`config.mk`:
```
export PLATFORM = sky130hd
export DESIGN_NAME = rgb_led_pulse_encoder_core
export DESIGN_NICKNAME = d
export VERILOG_FILES = /design/src/hdl/rlpe_pkg.sv /design/src/hdl/rlpe_front.sv /design/src/hdl/rlpe_queue.sv /design/src/hdl/rlpe_back.sv /design/src/hdl/rgb_led_pulse_encoder_core.sv
export SDC_FILE = /design/constraint.sdc
export NUM_CORES = 1
export LEC_CHECK = 0
export BUFFER_PORTS_ARGS = -buffer_cell sky130_fd_sc_hd__buf_2
export CAP_MARGIN = 20
export CORE_UTILIZATION = 25
export CTS_BUF_LIST = sky130_fd_sc_hd__clkbuf_4
export CTS_CLUSTER_DIAMETER = 120
export DETAILED_ROUTE_END_ITERATION = 8
export GPL_TIMING_DRIVEN = 0
export MAX_ROUTING_LAYER = met4
export PLACE_DENSITY = 0.51
export SETUP_SLACK_MARGIN = 0.15
export SLEW_MARGIN = 20
export SYNTH_ARGS = -nofsm -noshare
export SYNTH_HDL_FRONTEND = slang
export SYNTH_SLANG_ARGS = --single-unit
```
`constraint.sdc`:
```
create_clock -name clk -period 6.4 [get_ports clk]
set_input_delay 0.32 -clock clk [delete_from_list [all_inputs] [get_ports clk]]
set_output_delay 0.32 -clock clk [all_outputs]
set_load 0.01 [all_outputs]
```
`src/hdl/rlpe_pkg.sv`:
```
// ----------------------------------------------------------------------------
// rlpe_pkg
// Shared types and constants of the RGB LED pulse encoder: timing register
// group, queued command format and result status codes.
// ----------------------------------------------------------------------------
package rlpe_pkg;

  // color word and bit segments per LED
  localparam int WORD_W    = 24;
  localparam int SEG_COUNT = 2 * WORD_W;
  localparam int SEG_W     = $clog2(SEG_COUNT);

  // timing register widths
  localparam int TICK_W  = 16;
  localparam int RESET_W = 24;
  localparam int DUR_W   = 24;

  // configuration port
  localparam int CFG_IDX_W  = 2;
  localparam int CFG_DATA_W = 24;

  // defaults
  localparam int LED_COUNT_DEF = 4;
  localparam int QUEUE_DEPTH   = 2;

  // register indexes
  typedef enum logic [CFG_IDX_W-1:0] {
    REG_ZERO_HIGH = 2'd0,
    REG_ONE_HIGH  = 2'd1,
    REG_BIT_LOW   = 2'd2,
    REG_RESET_LOW = 2'd3
  } reg_idx_t;

  // result status codes
  typedef enum logic [1:0] {
    ST_OK       = 2'd0,
    ST_TIMING   = 2'd1,
    ST_DROPPED  = 2'd2
  } status_t;

  // what the back end does for one LED
  typedef enum logic [1:0] {
    KIND_BITS = 2'd0,
    KIND_ERR  = 2'd1,
    KIND_DROP = 2'd2
  } kind_t;

  // timing registers
  typedef struct packed {
    logic [TICK_W-1:0]  zero_high;
    logic [TICK_W-1:0]  one_high;
    logic [TICK_W-1:0]  bit_low;
    logic [RESET_W-1:0] reset_low;
  } timing_t;

  // one classified LED request
  typedef struct packed {
    logic              pre_reset;
    kind_t             kind;
    logic              post_reset;
    logic [WORD_W-1:0] word;
  } cmd_t;

endpackage

```
`src/hdl/rlpe_front.sv`:
```
// ----------------------------------------------------------------------------
// rlpe_front
// Accepts LED requests, tracks frame state and LED count, and classifies each
// request into a command for the segment sequencer.
// ----------------------------------------------------------------------------
module rlpe_front #(
  parameter int LED_COUNT = rlpe_pkg::LED_COUNT_DEF
) (
  input  logic                        clk,
  input  logic                        rst_n,
  input  logic                        in_tvalid,
  output logic                        in_tready,
  input  logic [rlpe_pkg::WORD_W-1:0] in_tdata,
  input  logic                        in_tlast,
  input  rlpe_pkg::timing_t           timing,
  input  logic                        q_full,
  output logic                        q_push,
  output rlpe_pkg::cmd_t              q_cmd
);

  localparam int CNT_W = $clog2(LED_COUNT + 1);

  logic             frame_open_r, frame_open_nxt;
  logic [CNT_W-1:0] count_r, count_nxt;
  logic [CNT_W-1:0] count_eff;
  logic             drop, timing_zero;

  assign in_tready = !q_full;
  assign q_push    = in_tvalid && in_tready;

  // classify the request against frame state
  always_comb begin
    count_eff   = frame_open_r ? count_r : '0;
    drop        = (count_eff >= CNT_W'(LED_COUNT));
    timing_zero = (timing.zero_high == '0) || (timing.one_high == '0) ||
                  (timing.bit_low == '0);
    q_cmd.pre_reset  = !frame_open_r;
    q_cmd.post_reset = in_tlast;
    q_cmd.word       = {in_tdata[7:0], in_tdata[15:8], in_tdata[23:16]};
    priority if (drop) begin
      q_cmd.kind = rlpe_pkg::KIND_DROP;
    end else if (timing_zero) begin
      q_cmd.kind = rlpe_pkg::KIND_ERR;
    end else begin
      q_cmd.kind = rlpe_pkg::KIND_BITS;
    end
  end

  // advance frame state on each accepted request
  always_comb begin
    frame_open_nxt = frame_open_r;
    count_nxt      = count_r;
    if (q_push) begin
      if (in_tlast) begin
        frame_open_nxt = 1'b0;
        count_nxt      = '0;
      end else begin
        frame_open_nxt = 1'b1;
        count_nxt      = drop ? count_eff : count_eff + CNT_W'(1);
      end
    end
  end

  always_ff @(posedge clk) begin
    if (!rst_n) begin
      frame_open_r <= 1'b0;
      count_r      <= '0;
    end else begin
      frame_open_r <= frame_open_nxt;
      count_r      <= count_nxt;
    end
  end

endmodule

```
`src/hdl/rlpe_queue.sv`:
```
// ----------------------------------------------------------------------------
// rlpe_queue
// Short command queue between the front end and the segment sequencer.
// ----------------------------------------------------------------------------
module rlpe_queue (
  input  logic           clk,
  input  logic           rst_n,
  input  logic           push,
  input  rlpe_pkg::cmd_t push_cmd,
  input  logic           pop,
  output rlpe_pkg::cmd_t head,
  output logic           full,
  output logic           empty
);

  localparam int DEPTH = rlpe_pkg::QUEUE_DEPTH;
  localparam int PTR_W = (DEPTH > 1) ? $clog2(DEPTH) : 1;
  localparam int CNT_W = $clog2(DEPTH + 1);

  rlpe_pkg::cmd_t   slot_r [DEPTH];
  logic [PTR_W-1:0] wr_ptr_r, rd_ptr_r;
  logic [CNT_W-1:0] count_r;

  assign full  = (count_r == CNT_W'(DEPTH));
  assign empty = (count_r == '0);
  assign head  = slot_r[rd_ptr_r];

  // store pushed commands
  always_ff @(posedge clk) begin
    if (push) begin
      slot_r[wr_ptr_r] <= push_cmd;
    end
  end

  // move pointers and fill count
  always_ff @(posedge clk) begin
    if (!rst_n) begin
      wr_ptr_r <= '0;
      rd_ptr_r <= '0;
      count_r  <= '0;
    end else begin
      if (push) begin
        wr_ptr_r <= (wr_ptr_r == PTR_W'(DEPTH - 1)) ? '0 : wr_ptr_r + PTR_W'(1);
      end
      if (pop) begin
        rd_ptr_r <= (rd_ptr_r == PTR_W'(DEPTH - 1)) ? '0 : rd_ptr_r + PTR_W'(1);
      end
      if (push && !pop) begin
        count_r <= count_r + CNT_W'(1);
      end else if (pop && !push) begin
        count_r <= count_r - CNT_W'(1);
      end
    end
  end

`ifndef SYNTHESIS
  a_no_overflow: assert property (@(posedge clk) disable iff (!rst_n)
    full |-> !push)
    else $error("queue pushed while full");
  a_no_underflow: assert property (@(posedge clk) disable iff (!rst_n)
    empty |-> !pop)
    else $error("queue popped while empty");
`endif

endmodule

```
`src/hdl/rlpe_back.sv`:
```
// ----------------------------------------------------------------------------
// rlpe_back
// Segment sequencer: plays out one queued command as reset, bit and status
// segments, one result per cycle into a registered output stage while the output is not stalled.
// ----------------------------------------------------------------------------
module rlpe_back (
  input  logic                       clk,
  input  logic                       rst_n,
  input  rlpe_pkg::timing_t          timing,
  input  rlpe_pkg::cmd_t             q_head,
  input  logic                       q_empty,
  output logic                       q_pop,
  output logic                       out_valid,
  input  logic                       out_ready,
  output logic                       out_level,
  output logic [rlpe_pkg::DUR_W-1:0] out_dur,
  output rlpe_pkg::status_t          out_status,
  output logic                       out_last
);

  typedef enum logic [3:0] {
    S_IDLE = 4'b0001,
    S_PRE  = 4'b0010,
    S_BODY = 4'b0100,
    S_POST = 4'b1000
  } state_t;

  state_t                       state_r, state_nxt;
  logic [rlpe_pkg::SEG_W-1:0]   seg_r, seg_nxt;
  logic [rlpe_pkg::WORD_W-1:0]  word_r, word_nxt;
  rlpe_pkg::kind_t              kind_r, kind_nxt;
  logic                         post_r, post_nxt;

  logic                         out_valid_r;
  logic                         out_level_r, res_level;
  logic [rlpe_pkg::DUR_W-1:0]   out_dur_r, res_dur;
  rlpe_pkg::status_t            out_status_r, res_status;
  logic                         out_last_r, res_last;
  logic                         emit_ok, emit, body_done;

  assign emit_ok    = !out_valid_r || out_ready;
  assign out_valid  = out_valid_r;
  assign out_level  = out_level_r;
  assign out_dur    = out_dur_r;
  assign out_status = out_status_r;
  assign out_last   = out_last_r;

  // sequence segments of the current command
  always_comb begin
    state_nxt  = state_r;
    seg_nxt    = seg_r;
    word_nxt   = word_r;
    kind_nxt   = kind_r;
    post_nxt   = post_r;
    q_pop      = 1'b0;
    emit       = 1'b0;
    res_level  = 1'b0;
    res_dur    = '0;
    res_status = rlpe_pkg::ST_OK;
    res_last   = 1'b0;
    body_done  = (kind_r != rlpe_pkg::KIND_BITS) ||
                 (seg_r == rlpe_pkg::SEG_W'(rlpe_pkg::SEG_COUNT - 1));
    unique case (state_r)
      S_IDLE: begin
        if (!q_empty) begin
          q_pop     = 1'b1;
          word_nxt  = q_head.word;
          kind_nxt  = q_head.kind;
          post_nxt  = q_head.post_reset;
          seg_nxt   = '0;
          state_nxt = q_head.pre_reset ? S_PRE : S_BODY;
        end
      end
      S_PRE: begin
        emit    = emit_ok;
        res_dur = rlpe_pkg::DUR_W'(timing.reset_low);
        if (emit_ok) begin
          state_nxt = S_BODY;
        end
      end
      S_BODY: begin
        emit     = emit_ok;
        res_last = body_done && !post_r;
        unique case (kind_r)
          rlpe_pkg::KIND_DROP: res_status = rlpe_pkg::ST_DROPPED;
          rlpe_pkg::KIND_ERR:  res_status = rlpe_pkg::ST_TIMING;
          default: begin
            if (!seg_r[0]) begin
              res_level = 1'b1;
              res_dur   = rlpe_pkg::DUR_W'(word_r[rlpe_pkg::WORD_W-1] ?
                                            timing.one_high : timing.zero_high);
            end else begin
              res_dur = rlpe_pkg::DUR_W'(timing.bit_low);
            end
          end
        endcase
        if (emit_ok) begin
          seg_nxt = seg_r + rlpe_pkg::SEG_W'(1);
          if (seg_r[0]) begin
            word_nxt = {word_r[rlpe_pkg::WORD_W-2:0], 1'b0};
          end
          if (body_done) begin
            state_nxt = post_r ? S_POST : S_IDLE;
          end
        end
      end
      S_POST: begin
        emit     = emit_ok;
        res_dur  = rlpe_pkg::DUR_W'(timing.reset_low);
        res_last = 1'b1;
        if (emit_ok) begin
          state_nxt = S_IDLE;
        end
      end
      default: begin
        state_nxt = S_IDLE;
      end
    endcase
  end

  // hold working command
  always_ff @(posedge clk) begin
    seg_r  <= seg_nxt;
    word_r <= word_nxt;
    kind_r <= kind_nxt;
    post_r <= post_nxt;
  end

  // output stage: load a result when the slot is free or being taken
  always_ff @(posedge clk) begin
    if (emit) begin
      out_level_r  <= res_level;
      out_dur_r    <= res_dur;
      out_status_r <= res_status;
      out_last_r   <= res_last;
    end
  end

  always_ff @(posedge clk) begin
    if (!rst_n) begin
      state_r     <= S_IDLE;
      out_valid_r <= 1'b0;
    end else begin
      state_r <= state_nxt;
      if (emit_ok) begin
        out_valid_r <= emit;
      end
    end
  end

`ifndef SYNTHESIS
  a_seg_range: assert property (@(posedge clk) disable iff (!rst_n)
    (state_r == S_BODY) |-> (seg_r <= rlpe_pkg::SEG_W'(rlpe_pkg::SEG_COUNT - 1)))
    else $error("bit segment index past end of word");
`endif

endmodule

```
`src/hdl/rgb_led_pulse_encoder_core.sv`:
```
// ----------------------------------------------------------------------------
// rgb_led_pulse_encoder_core
// Addressable RGB LED pulse-width encoder: turns LED colors into timed line
// level segments (GRB, MSB first) with frame reset segments and status.
// ----------------------------------------------------------------------------
//  channel | direction | payload
//  in_     | request   | tdata: green, red, blue; tlast: frame_last
//  out_    | result    | tdata: line_level, duration_ticks; tuser: status;
//          |           | tlast: run_end
//  cfg_    | write     | cfg_index register index, cfg_data value
//
//  An LED plays out as 48 bit segments (one status segment if bit timing is
//  zero or the LED is dropped), plus one segment per frame reset; the segment
//  sequencer takes each command from the queue while idle.
//  A two-entry command queue lets the input take requests while segments play.
//  Reset (rst_n low, synchronous) closes the frame and loads default timing.
//  A stalled output holds its result; the sequencer waits for the slot.
// ----------------------------------------------------------------------------
module rgb_led_pulse_encoder_core #(
  parameter int LED_COUNT = rlpe_pkg::LED_COUNT_DEF
) (
  input  logic                             clk,
  input  logic                             rst_n,
  // [7:0] green, [15:8] red, [23:16] blue
  input  logic                             in_tvalid,
  output logic                             in_tready,
  input  logic [rlpe_pkg::WORD_W-1:0]      in_tdata,
  input  logic                             in_tlast,
  // [0] line_level, [24:1] duration_ticks, [31:25] zero
  output logic                             out_tvalid,
  input  logic                             out_tready,
  output logic [31:0]                      out_tdata,
  // [1:0] status
  output logic [1:0]                       out_tuser,
  output logic                             out_tlast,
  input  logic                             cfg_valid,
  output logic                             cfg_ready,
  input  logic [rlpe_pkg::CFG_IDX_W-1:0]   cfg_index,
  input  logic [rlpe_pkg::CFG_DATA_W-1:0]  cfg_data
);

  rlpe_pkg::timing_t          timing_r;
  rlpe_pkg::cmd_t             push_cmd, head;
  logic                       q_push, q_pop, q_full, q_empty;
  logic                       res_level;
  logic [rlpe_pkg::DUR_W-1:0] res_dur;
  rlpe_pkg::status_t          res_status;

  assign cfg_ready = 1'b1;

  // timing registers
  always_ff @(posedge clk) begin
    if (!rst_n) begin
      timing_r.zero_high <= rlpe_pkg::TICK_W'(6);
      timing_r.one_high  <= rlpe_pkg::TICK_W'(16);
      timing_r.bit_low   <= rlpe_pkg::TICK_W'(16);
      timing_r.reset_low <= rlpe_pkg::RESET_W'(24000);
    end else if (cfg_valid && cfg_ready) begin
      unique case (rlpe_pkg::reg_idx_t'(cfg_index))
        rlpe_pkg::REG_ZERO_HIGH: timing_r.zero_high <= cfg_data[rlpe_pkg::TICK_W-1:0];
        rlpe_pkg::REG_ONE_HIGH:  timing_r.one_high  <= cfg_data[rlpe_pkg::TICK_W-1:0];
        rlpe_pkg::REG_BIT_LOW:   timing_r.bit_low   <= cfg_data[rlpe_pkg::TICK_W-1:0];
        rlpe_pkg::REG_RESET_LOW: timing_r.reset_low <= cfg_data[rlpe_pkg::RESET_W-1:0];
        default: ;
      endcase
    end
  end

  rlpe_front #(.LED_COUNT(LED_COUNT)) u_front (
    .clk       (clk),
    .rst_n     (rst_n),
    .in_tvalid (in_tvalid),
    .in_tready (in_tready),
    .in_tdata  (in_tdata),
    .in_tlast  (in_tlast),
    .timing    (timing_r),
    .q_full    (q_full),
    .q_push    (q_push),
    .q_cmd     (push_cmd)
  );

  rlpe_queue u_queue (
    .clk      (clk),
    .rst_n    (rst_n),
    .push     (q_push),
    .push_cmd (push_cmd),
    .pop      (q_pop),
    .head     (head),
    .full     (q_full),
    .empty    (q_empty)
  );

  rlpe_back u_back (
    .clk        (clk),
    .rst_n      (rst_n),
    .timing     (timing_r),
    .q_head     (head),
    .q_empty    (q_empty),
    .q_pop      (q_pop),
    .out_valid  (out_tvalid),
    .out_ready  (out_tready),
    .out_level  (res_level),
    .out_dur    (res_dur),
    .out_status (res_status),
    .out_last   (out_tlast)
  );

  // pack result fields
  assign out_tdata = {7'd0, res_dur, res_level};
  assign out_tuser = res_status;

`ifndef SYNTHESIS
  a_status_only: assert property (@(posedge clk) disable iff (!rst_n)
    (out_tvalid && (out_tuser != rlpe_pkg::ST_OK)) |->
      (out_tdata[24:1] == '0) && !out_tdata[0])
    else $error("status result carries a line segment");
`endif

endmodule
```
# ---- Word-level counts from Yosys, hierarchy flattened
# Memory sizes are Yosys's and may differ from the RTL's. A register that Yosys moved wholly into a read port is not among the register bits.
# Cells that the tools add are included.
dict set report op_classes {
  addsub 6
  n_lt_le_gt_ge 1
  n_eq_ne 17
  n_mux 39
  bitwise 2
  reduce_logical 34
}
# op count
set op_table {}
lappend op_table {{24-bit 2-to-1 mux} 5}
lappend op_table {{24-bit one-hot mux with 2 select lines} 2}
lappend op_table {{16-bit zero test} 3}
lappend op_table {{4-bit 2-to-1 mux} 6}
lappend op_table {{16-bit 2-to-1 mux} 1}
lappend op_table {{4-bit one-hot mux with 4 select lines} 1}
lappend op_table {{1-bit 2-to-1 mux} 12}
lappend op_table {{3-bit 2-to-1 mux} 4}
lappend op_table {{6-bit 2-to-1 mux} 2}
lappend op_table {{6-bit one-hot mux with 2 select lines} 1}
lappend op_table {{2-bit by 1-bit != test with 1-bit output (second input constant)} 5}
lappend op_table {{2-bit AND reduction} 5}
lappend op_table {{2-bit equality test (second input constant)} 4}
lappend op_table {{6-bit by 1-bit adder with 6-bit output (second input constant)} 1}
lappend op_table {{6-bit equality test (second input constant)} 1}
lappend op_table {{1-bit zero test} 6}
lappend op_table {{2-bit 2-to-1 mux} 3}
lappend op_table {{2-bit nonzero test} 3}
lappend op_table {{3-bit OR reduction} 2}
lappend op_table {{5-bit AND reduction} 1}
lappend op_table {{2-bit by 1-bit equality test with 1-bit output (second input constant)} 2}
lappend op_table {{4-bit by 1-bit equality test with 1-bit output (second input constant)} 1}
lappend op_table {{4-bit by 2-bit equality test with 1-bit output (second input constant)} 1}
lappend op_table {{4-bit by 3-bit equality test with 1-bit output (second input constant)} 1}
lappend op_table {{other kinds (16)} 26}
dict set report word_totals {
  ff_bits 146
  ram_bits 56
  out_inout_bits 38
  n_memories 1
}
# name words width read_ports rd_ports_with_merged_regs write_ports line_no
set memory_table {}
lappend memory_table {u_queue.slot_r 2 28 1 1 1 rlpe_queue.sv:20} ;# rlpe_pkg::cmd_t slot_r [DEPTH];

# ---- Longest topological paths before layout
# Gate-level depths: netlist of the first run.
dict set report logic_depth {
  depth_word 7
  mapped_depth 8
  depth_no_buf 7
}

# ---- Modules after synthesis
# From an unflattened synthesis of the first run, not the netlist that was laid out.
dict set report hier_totals {
  hier_cells 781
  hier_area_um2 8921.1
}
# module instances cells_each area_each_um2 seq_area_each_um2
set modules_own_cells {}
lappend modules_own_cells {rlpe_back 1 313 3261.9 1931.9}
lappend modules_own_cells {rgb_led_pulse_encoder_core 1 288 2876.5 1441.4}
lappend modules_own_cells {rlpe_queue 1 109 2243.4 1781.7}
lappend modules_own_cells {rlpe_front 1 71 539.3 80.1}

# ---- Worst setup path before layout of the first run
# Ideal clock, no wire load.
dict set report synth_path {
  path_type {register to register}
  from {register u_back.seg_r[0] in the netlist's numbering}
  to {register u_back.word_r[0] in the netlist's numbering, enable pin}
  t_arrival_ps 2670
  required_ps 5965
  setup_slack_ps 3295
  path_stages_with_launch 5
  path_cell_list {edfxtp_1 -> clkbuf_1 -> clkbuf_1 -> nor2_1 -> nor3_1}
}
dict set report synth_between {
  elab_chain_len 2
}
# item line_no
set synth_lines {}
lappend synth_lines {{from (decl)} rlpe_back.sv:29} ;# logic [rlpe_pkg::SEG_W-1:0] seg_r, seg_nxt;
lappend synth_lines {{from (signal assigned)} rlpe_back.sv:123} ;# seg_r <= seg_nxt;
lappend synth_lines {{2-bit by 1-bit != test with 1-bit output (no source line)} n/a}
lappend synth_lines {{4-bit AND reduction (no source line)} n/a}
lappend synth_lines {{to (signal assigned)} rlpe_back.sv:124} ;# word_r <= word_nxt;
lappend synth_lines {{to (decl)} rlpe_back.sv:30} ;# logic [rlpe_pkg::WORD_W-1:0] word_r, word_nxt;
# Every way passes these cells.
# A chain may end at the register's enable or synchronous reset.

# ---- Worst setup path after layout of the first run
dict set report layout_path {
  from {register u_back.state_r[2]}
  to {register u_back.word_r[23] in the netlist's numbering, enable pin}
}
dict set report layout_between {
  elab_chain_len 3
  word_cells_on_any_way 7
  classes_between {5 x eq/ne; 2 x reduce/logical}
}
# item line_no
set layout_lines {}
lappend layout_lines {{from (decl)} rlpe_back.sv:28} ;# state_t state_r, state_nxt;
lappend layout_lines {{from (signal assigned)} rlpe_back.sv:144} ;# state_r <= state_nxt;
lappend layout_lines {{4-bit by 3-bit equality test with 1-bit output or 4-bit by 1-bit equality test with 1-bit output (tied branches)} rlpe_back.sv:63} ;# unique case (state_r)
lappend layout_lines {{2-bit by 1-bit != test with 1-bit output (no source line), or another cell as far along} n/a}
lappend layout_lines {{4-bit AND reduction (no source line) (*)} n/a}
# Every way passes the cells marked *; elsewhere a longest branch is shown, timed or not.

==> summary.md, run 1 <==
| Metric | Value |
|---|---|
| Worst VDD drop | 0.000108 V |
| # rows | 66 |
| Die X | 184 µm |
| Clock-pin slew on the worst setup and hold paths | 0.07 ns |
| Crit. End Element | flop |
| Synth top area share | 0.425 |
| DRT antenna net count | 0 |
| Fraction of layout cells with a size suffix above 1 | 0.201 |
| Final hold viol count | 0 |
| Async SR Flop Fraction | 0 |
| Fillcell total | 3417 |
| FF+latch count, synth | 203 |
| Area grow syn2layout | 27.0% |
| Total Routing Usage GR | 0.122 |
| Initial Util | 0.254 |
| Initial DRC count | 324 |
| Cell Area, Synth | 8270 µm² |
| # port buffers | 83 |
| WP data arrival | 2.67 ns |
| Initial antenna violation count | 3 |
| Vias/cell | 4.25 |
| Final design utilization | 0.323 |
| IO Pins | 94 |
| Number of flops mapped to enable cells by yosys | 117 |
| Worst Setup Start Kind | flop |
| First-pass GRT wire length | 31300 µm |
| TritonCTS clock tree | built |
| Number of H-tree levels | 2 |
| Final Critical Period | 2.27 ns |
| Root Driver | clkbuf_4 |
| DIE HEIGHT | 184 µm |
| Worst hold path class | in -> reg |
| Skew final | 0.0430 ns |
| RSZ-0062 raised after global routing | no |
| Drt wl/cell | 13.8 µm |
| Largest area contributor in the netlist | edfxtp_1 |
| Mapped Avg Cell Area | 10.7 µm² |
| Clk buf depth | 3 |
| Num Clock Sinks | 203 |
| Most common cell after layout, fill and taps aside | nand2_1 |
| DR DRC count | 0 |
| Synth Flop Type | edfxtp_1 |
| LEAKAGE | 0.00383 µW |
| Die area | 33800 µm² |
| Power Density | 360 nW/µm² |
| Max Slew Vio Count | 0 |
| Setup TNS | 0 ns |
| Max Cap Viol | 0 |
| Mapped Cells | 769 |
| Gr ovfl total | 0 |
| Least-Margin Pin Slew | 0.781 ns |
| Distinct cells, synth | 49 |
| Most frequent cells in the layout | nand2_1 (188), edfxtp_1 (117), buf_2 (89) |
| CP required | 6.80 ns |
| Fmax | 440 MHz |
| Seq/Total Area, Yosys | 0.633 |
| Drt total wl | 19900 µm |
| Synth area leaders | edfxtp_1 (43%), dfxtp_1 (21%), nand2_1 (8.5%) |
| Largest net degree at the start of global routing | 29 |
| Worst relative slew slack | 0.480 |
| CP Max Fanout | 9 |
| Period utilisation layout | 0.355 |
| WS Path Type | reg -> reg |
| Detailed Place HPWL | 14000 µm |
| TritonCTS Buffers | 50 |
| Vias in the first global route | 6047 |
| Setup violations, final | 0 |
| 1st-pass router iterations | 4 |
| Nets | 1028 |
| Core box area | 32500 µm² |
| Status | finished, final reports clean |
| Routability Congestion | 0.817 |
| Clock Latency Late Sink | 0.64 ns |
| Synth warn | 0 |
| Vias | 6143 |
## flip-flops by register name, summed over array words and instances (netlist names), 2 cells and up, named ones only
name	count
timing_r	72
u_queue.slot_r	56
u_back.out_dur	24
u_back.word_r	24
u_back.seg_r	6
u_back.state_r	4
u_front.count_r	3
u_back.kind_r	2
u_back.out_status	2
u_queue.count_r	2
## routing by layer
metal / up-vias / track usage / wire length [µm]
met5: - / - / 0
met4: 0 / 0.0483 / 521
met3: 47 / 0.0285 / 1140
met2: 143 / 0.190 / 9050
met1: 2849 / 0.152 / 9200
li1: 3104 / - / -
## worst max-delay path: stages (launching register included)
cell and delay [ns]:
dfxtp_1 0.48, inv_1 0.13, or4_1 0.47, clkbuf_1 0.19
nor2_1 0.18, nor3_2 0.07, buf_4 0.19, buf_6 0.16
buf_6 0.15
## synth_stat cells (all sizes together) (13+ instances only)
| master | n |
|---|---|
| nor2 | 35 |
| edfxtp | 117 |
| nand2 | 188 |
| nor4 | 14 |
| dfxtp | 86 |
| a21oi | 86 |
| buf | 19 |
| nand3 | 17 |
| mux2i | 42 |
| clkbuf | 35 |
| o21ai | 46 |
| and2 | 13 |
## kinds of logic after synthesis
| logic type | count (synthesis) | share of synthesized area |
|---|---|---|
| flops | 203 | 0.633 |
| mux | 46 | 0.0563 |
| buf+inv | 66 | 0.0368 |
| fa+ha+maj | 7 | 0.0106 |
| compound gates | 140 | 0.0922 |
| other cells | 2 | 0.000908 |
| simple gates | 296 | 0.160 |
| xor+xnor | 9 | 0.00953 |
## worst paths after layout
| kind | slack, ns | to | cells past startpoint | startpoint |
|---|---|---|---|---|
| worst min register to register | 0.45 | timing_r[19] | 2 | timing_r[19] |
| worst min-delay path | 0.07 | timing_r[44] | 2 | rst_n |
| worst max-delay path | 4.13 | u_back.word_r[23] | 8 | u_back.state_r[2] |
| worst max register to register | 4.13 | u_back.word_r[23] | 8 | u_back.state_r[2] |
## per-stage QoR
step / std cells / setup WS, ns / hold slack (ns) / area, µm² / power, µW
global placement: 1300 / 1.94 / 0.439 / 9260 / 2670
global route: 1444 / 3.95 / 0.0555 / 10500 / 4000
CTS: 1441 / 4.06 / 0.0333 / 10500 / 3840
detailed placement: 1306 / 4.05 / 0.442 / 9380 / 2740
finish: 1444 / 4.13 / 0.0717 / 10500 / 3780
floorplan: 775 / 3.29 / 0.416 / 8290 / 2410
## layout make-up
class                      count  area (µm²)  area share
tap                          442         553      0.0527
clock inverter                13        80.1     0.00762
multi-input combinational    506        2770       0.264
antenna                        3        7.51    0.000715
clock buffer                  73         548      0.0522
sequential                   203        5240       0.498
inverter                      12        45.0     0.00429
buffer                        54         259      0.0247
timing repair buffer         138        1000      0.0955
## where the power goes
part	switching [µW]	internal [µW]
clock network	500	560
registers	102	1710
logic	547	361
total	1150	2630
## what timing repair did
item,CTS,global route
gates resized for setup,0,0
endpoints found under the hold margin,123,0
setup buffers,0,0
hold buffers,49,0
Note: power is estimated with default switching activity, not from simulation.
==> run 2: changes to the inputs <==
==> constraint.sdc (replaced) <==
create_clock -name clk -period 2.37 [get_ports clk]
set_input_delay 0.1185 -clock clk [delete_from_list [all_inputs] [get_ports clk]]
set_output_delay 0.1185 -clock clk [all_outputs]
set_load 0.01 [all_outputs]
==> run 2 against run 1 <==
Register-to-register slack got worse by 3.8 ns; flip-flop and latch count unchanged; final cell count increased by 1.0%; clock skew increased by 0.027 ns; routed wire length about the same; maximum frequency increased by 10%; first-iteration DRC count increased by 19%; die area unchanged; clock-buffer cell count increased by 9; global-route usage increased by 0.27 points; largest cell class unchanged; largest power group unchanged.
==> summary.md, run 2 (synthesized netlist as in run 1, its figures left out) <==
| Metric | Value |
|---|---|
| Fillcell total | 3390 |
| Final Critical Period | 2.06 ns |
| Number of H-tree levels | 2 |
| Drt wl/cell | 13.6 µm |
| CP max stage cell | clkbuf_1 |
| Worst hold path class | in -> reg |
| DRT antenna net count | 0 |
| Initial DRC count | 385 |
| Largest net degree at the start of global routing | 29 |
| DIE HEIGHT | 184 µm |
| First-pass GRT wire length | 32200 µm |
| Initial antenna violation count | 2 |
| Final hold slack | 0.0614 ns |
| Sw power | 3230 µW |
| Vias | 6127 |
| DR DRC count | 0 |
| Vias in the first global route | 6076 |
| Skew final | 0.0696 ns |
| WP data arrival | 2.39 ns |
| Die X | 184 µm |
| Routability Congestion | 0.848 |
| Clock-pin slew on the worst setup and hold paths | 0.07 ns |
| Drt total wl | 19900 µm |
| 1st-pass router iterations | 5 |
| Slowest stage delay, CP | 0.44 ns |
| Gr ovfl total | 0 |
| Origin of the worst setup path | u_back.seg_r[0] |
| End of the worst hold path | u_back.out_valid |
| Slack of the worst reg-to-reg path | 0.31 ns |
| Clock share of power | 0.298 |
| Fin cells | 1459 |
| Power Density | 991 nW/µm² |
| TritonCTS Buffers | 54 |
| Worst relative slew slack | 0.494 |
| Detailed Place HPWL | 13700 µm |
| Max Slew Vio Count | 0 |
| RSZ-0062 raised after global routing | no |
| Final hold viol count | 0 |
| Total Routing Usage GR | 0.124 |
| # rows | 66 |
| Inst Count DP | 1302 |
| Crit. End Element | flop |
| FF-to-FF Start | u_back.seg_r[0] |
| CP Max Fanout | 12 |
| CP cell instances | clkbuf_1 -> clkbuf_1 -> nor2_1 -> nor3_4 -> buf_8 |
| Most common cell after layout, fill and taps aside | nand2_1 |
| # port buffers | 83 |
| Gate power share | 0.237 |
| IO Pins | 94 |
| Switch share | 0.306 |
| Core box area | 32500 µm² |
| Largest Register | timing_r |
| Die area | 33800 µm² |
| Fraction of layout cells with a size suffix above 1 | 0.209 |
| CP required | 2.70 ns |
| WS Path Type | reg -> reg |
| Setup violations, final | 0 |
| Most frequent cells in the layout | nand2_1 (188), edfxtp_1 (117), buf_2 (89) |
| Crit path top cell by count | clkbuf_1 |
| TritonCTS clock tree | built |
| Setup TNS | 0 ns |
| Least-Margin Pin Slew | 0.759 ns |
| Fmax | 485 MHz |
| Root Driver | clkbuf_4 |
| LEAKAGE | 0.00390 µW |
| Worst Setup Start Kind | flop |
| Area grow syn2layout | 28.7% |
| Max Cap Viol | 0 |
| Reg power frac | 0.465 |
| Period utilisation layout | 0.870 |
| Status | finished, final reports clean |
| Num Clock Sinks | 203 |
| Reg2Reg Capture Point | u_back.word_r[4] |
| Nets | 1036 |
| Clock Latency Late Sink | 0.67 ns |
| Vias/cell | 4.20 |
| Worst VDD drop | 0.000338 V |
| Number of flip-flops in the largest register | 72 |
| Reg2reg path depth | 5 |
| Cell internal pwr | 7310 µW |
| Top Registers | timing_r: 72 flops, u_queue.slot_r: 56 flops |
| WHS Path Cells | 3 |
| Initial Util | 0.254 |
| Clk buf depth | 3 |
| HP Start | out_tready |
==> run 2: cell types whose count changed in the layout (fill, tap and decap cells not counted) <==
cell / before / now
dfxtp_2: 0 / 2
clkbuf_4: 73 / 82
nor3_4: 0 / 2
diode_2: 3 / 2
buf_8: 0 / 1
buf_12: 2 / 1
nor2b_4: 1 / 2
buf_4: 12 / 11
buf_6: 3 / 1
clkinv_2: 1 / 3
dfxtp_1: 86 / 84
nor3_2: 3 / 1
clkinv_1: 10 / 11
dlygate4sd3_1: 49 / 55
==> run 2: power by group through the flow <==
stage / clock network [µW] / logic, µW / registers (µW)
2_1_floorplan: 0 / 1580 / 4940
3_3_place_gp: 0 / 2230 / 4970
3_5_place_dp: 0 / 2340 / 4980
4_1_cts: 3260 / 2550 / 4900
5_1_grt: 3460 / 2780 / 4980
6_report: 3140 / 2500 / 4900
==> run 2: layout make-up <==
| type | count | area (µm²) | share of cell area |
|---|---|---|---|
| inverters | 12 | 45.0 | 0.00424 |
| clock inverters | 16 | 93.8 | 0.00882 |
| multi-input cells | 507 | 2800 | 0.263 |
| well taps | 442 | 553 | 0.0520 |
| clock buffers | 82 | 616 | 0.0579 |
| repair buffers | 141 | 1030 | 0.0967 |
| plain buffers | 54 | 259 | 0.0244 |
| diodes | 2 | 5.00 | 0.000471 |
| flip-flops and latches | 203 | 5240 | 0.492 |
==> run 2: metal layers <==
| metal | wire length (µm) | GRT usage |
|---|---|---|
| met4 | 409 | 0.0467 |
| met1 | 9490 | 0.163 |
| met5 | 0 | - |
| met3 | 1000 | 0.0252 |
| met2 | 9010 | 0.189 |
==> run 2: worst max-delay path, delay by kind of cell (launching register included) <==
kind                   cells  cell delay (ns)
DFF                        1             0.36
buffers and inverters      3             0.98
and+or+nand+nor            2             0.44
==> run 2: timing repair <==
action | CTS | global route
hold endpoints to repair | 127 | 0
setup buffers | 1 | 0
hold buffers | 55 | 0
cloned | 1 | 0
setup endpoints to repair | 52 | 11
pin swaps | 1 | 0
gates resized for setup | 2 | 2
==> run 2: worst max path at each step <==
stage / to / cells after the start
finish: u_back.word_r[4] / 5
global route: u_back.word_r[4] / 5
CTS: u_back.word_r[4] / 6
detailed placement: u_back.word_r[18] / 5
global placement: u_back.out_dur[2] / 5
floorplan: u_back.out_dur[0] / 5
==> run 2: per-stage QoR <==
stage	cell area, µm²	power [µW]	util	setup WS (ns)
global placement	9270	7200	0.285	-0.433
finish	10600	10500	0.327	0.309
detailed placement	9330	7320	0.287	-0.168
global route	10600	11200	0.327	0.165
floorplan	8310	6520	-	0.192
CTS	10600	10700	0.327	0.238
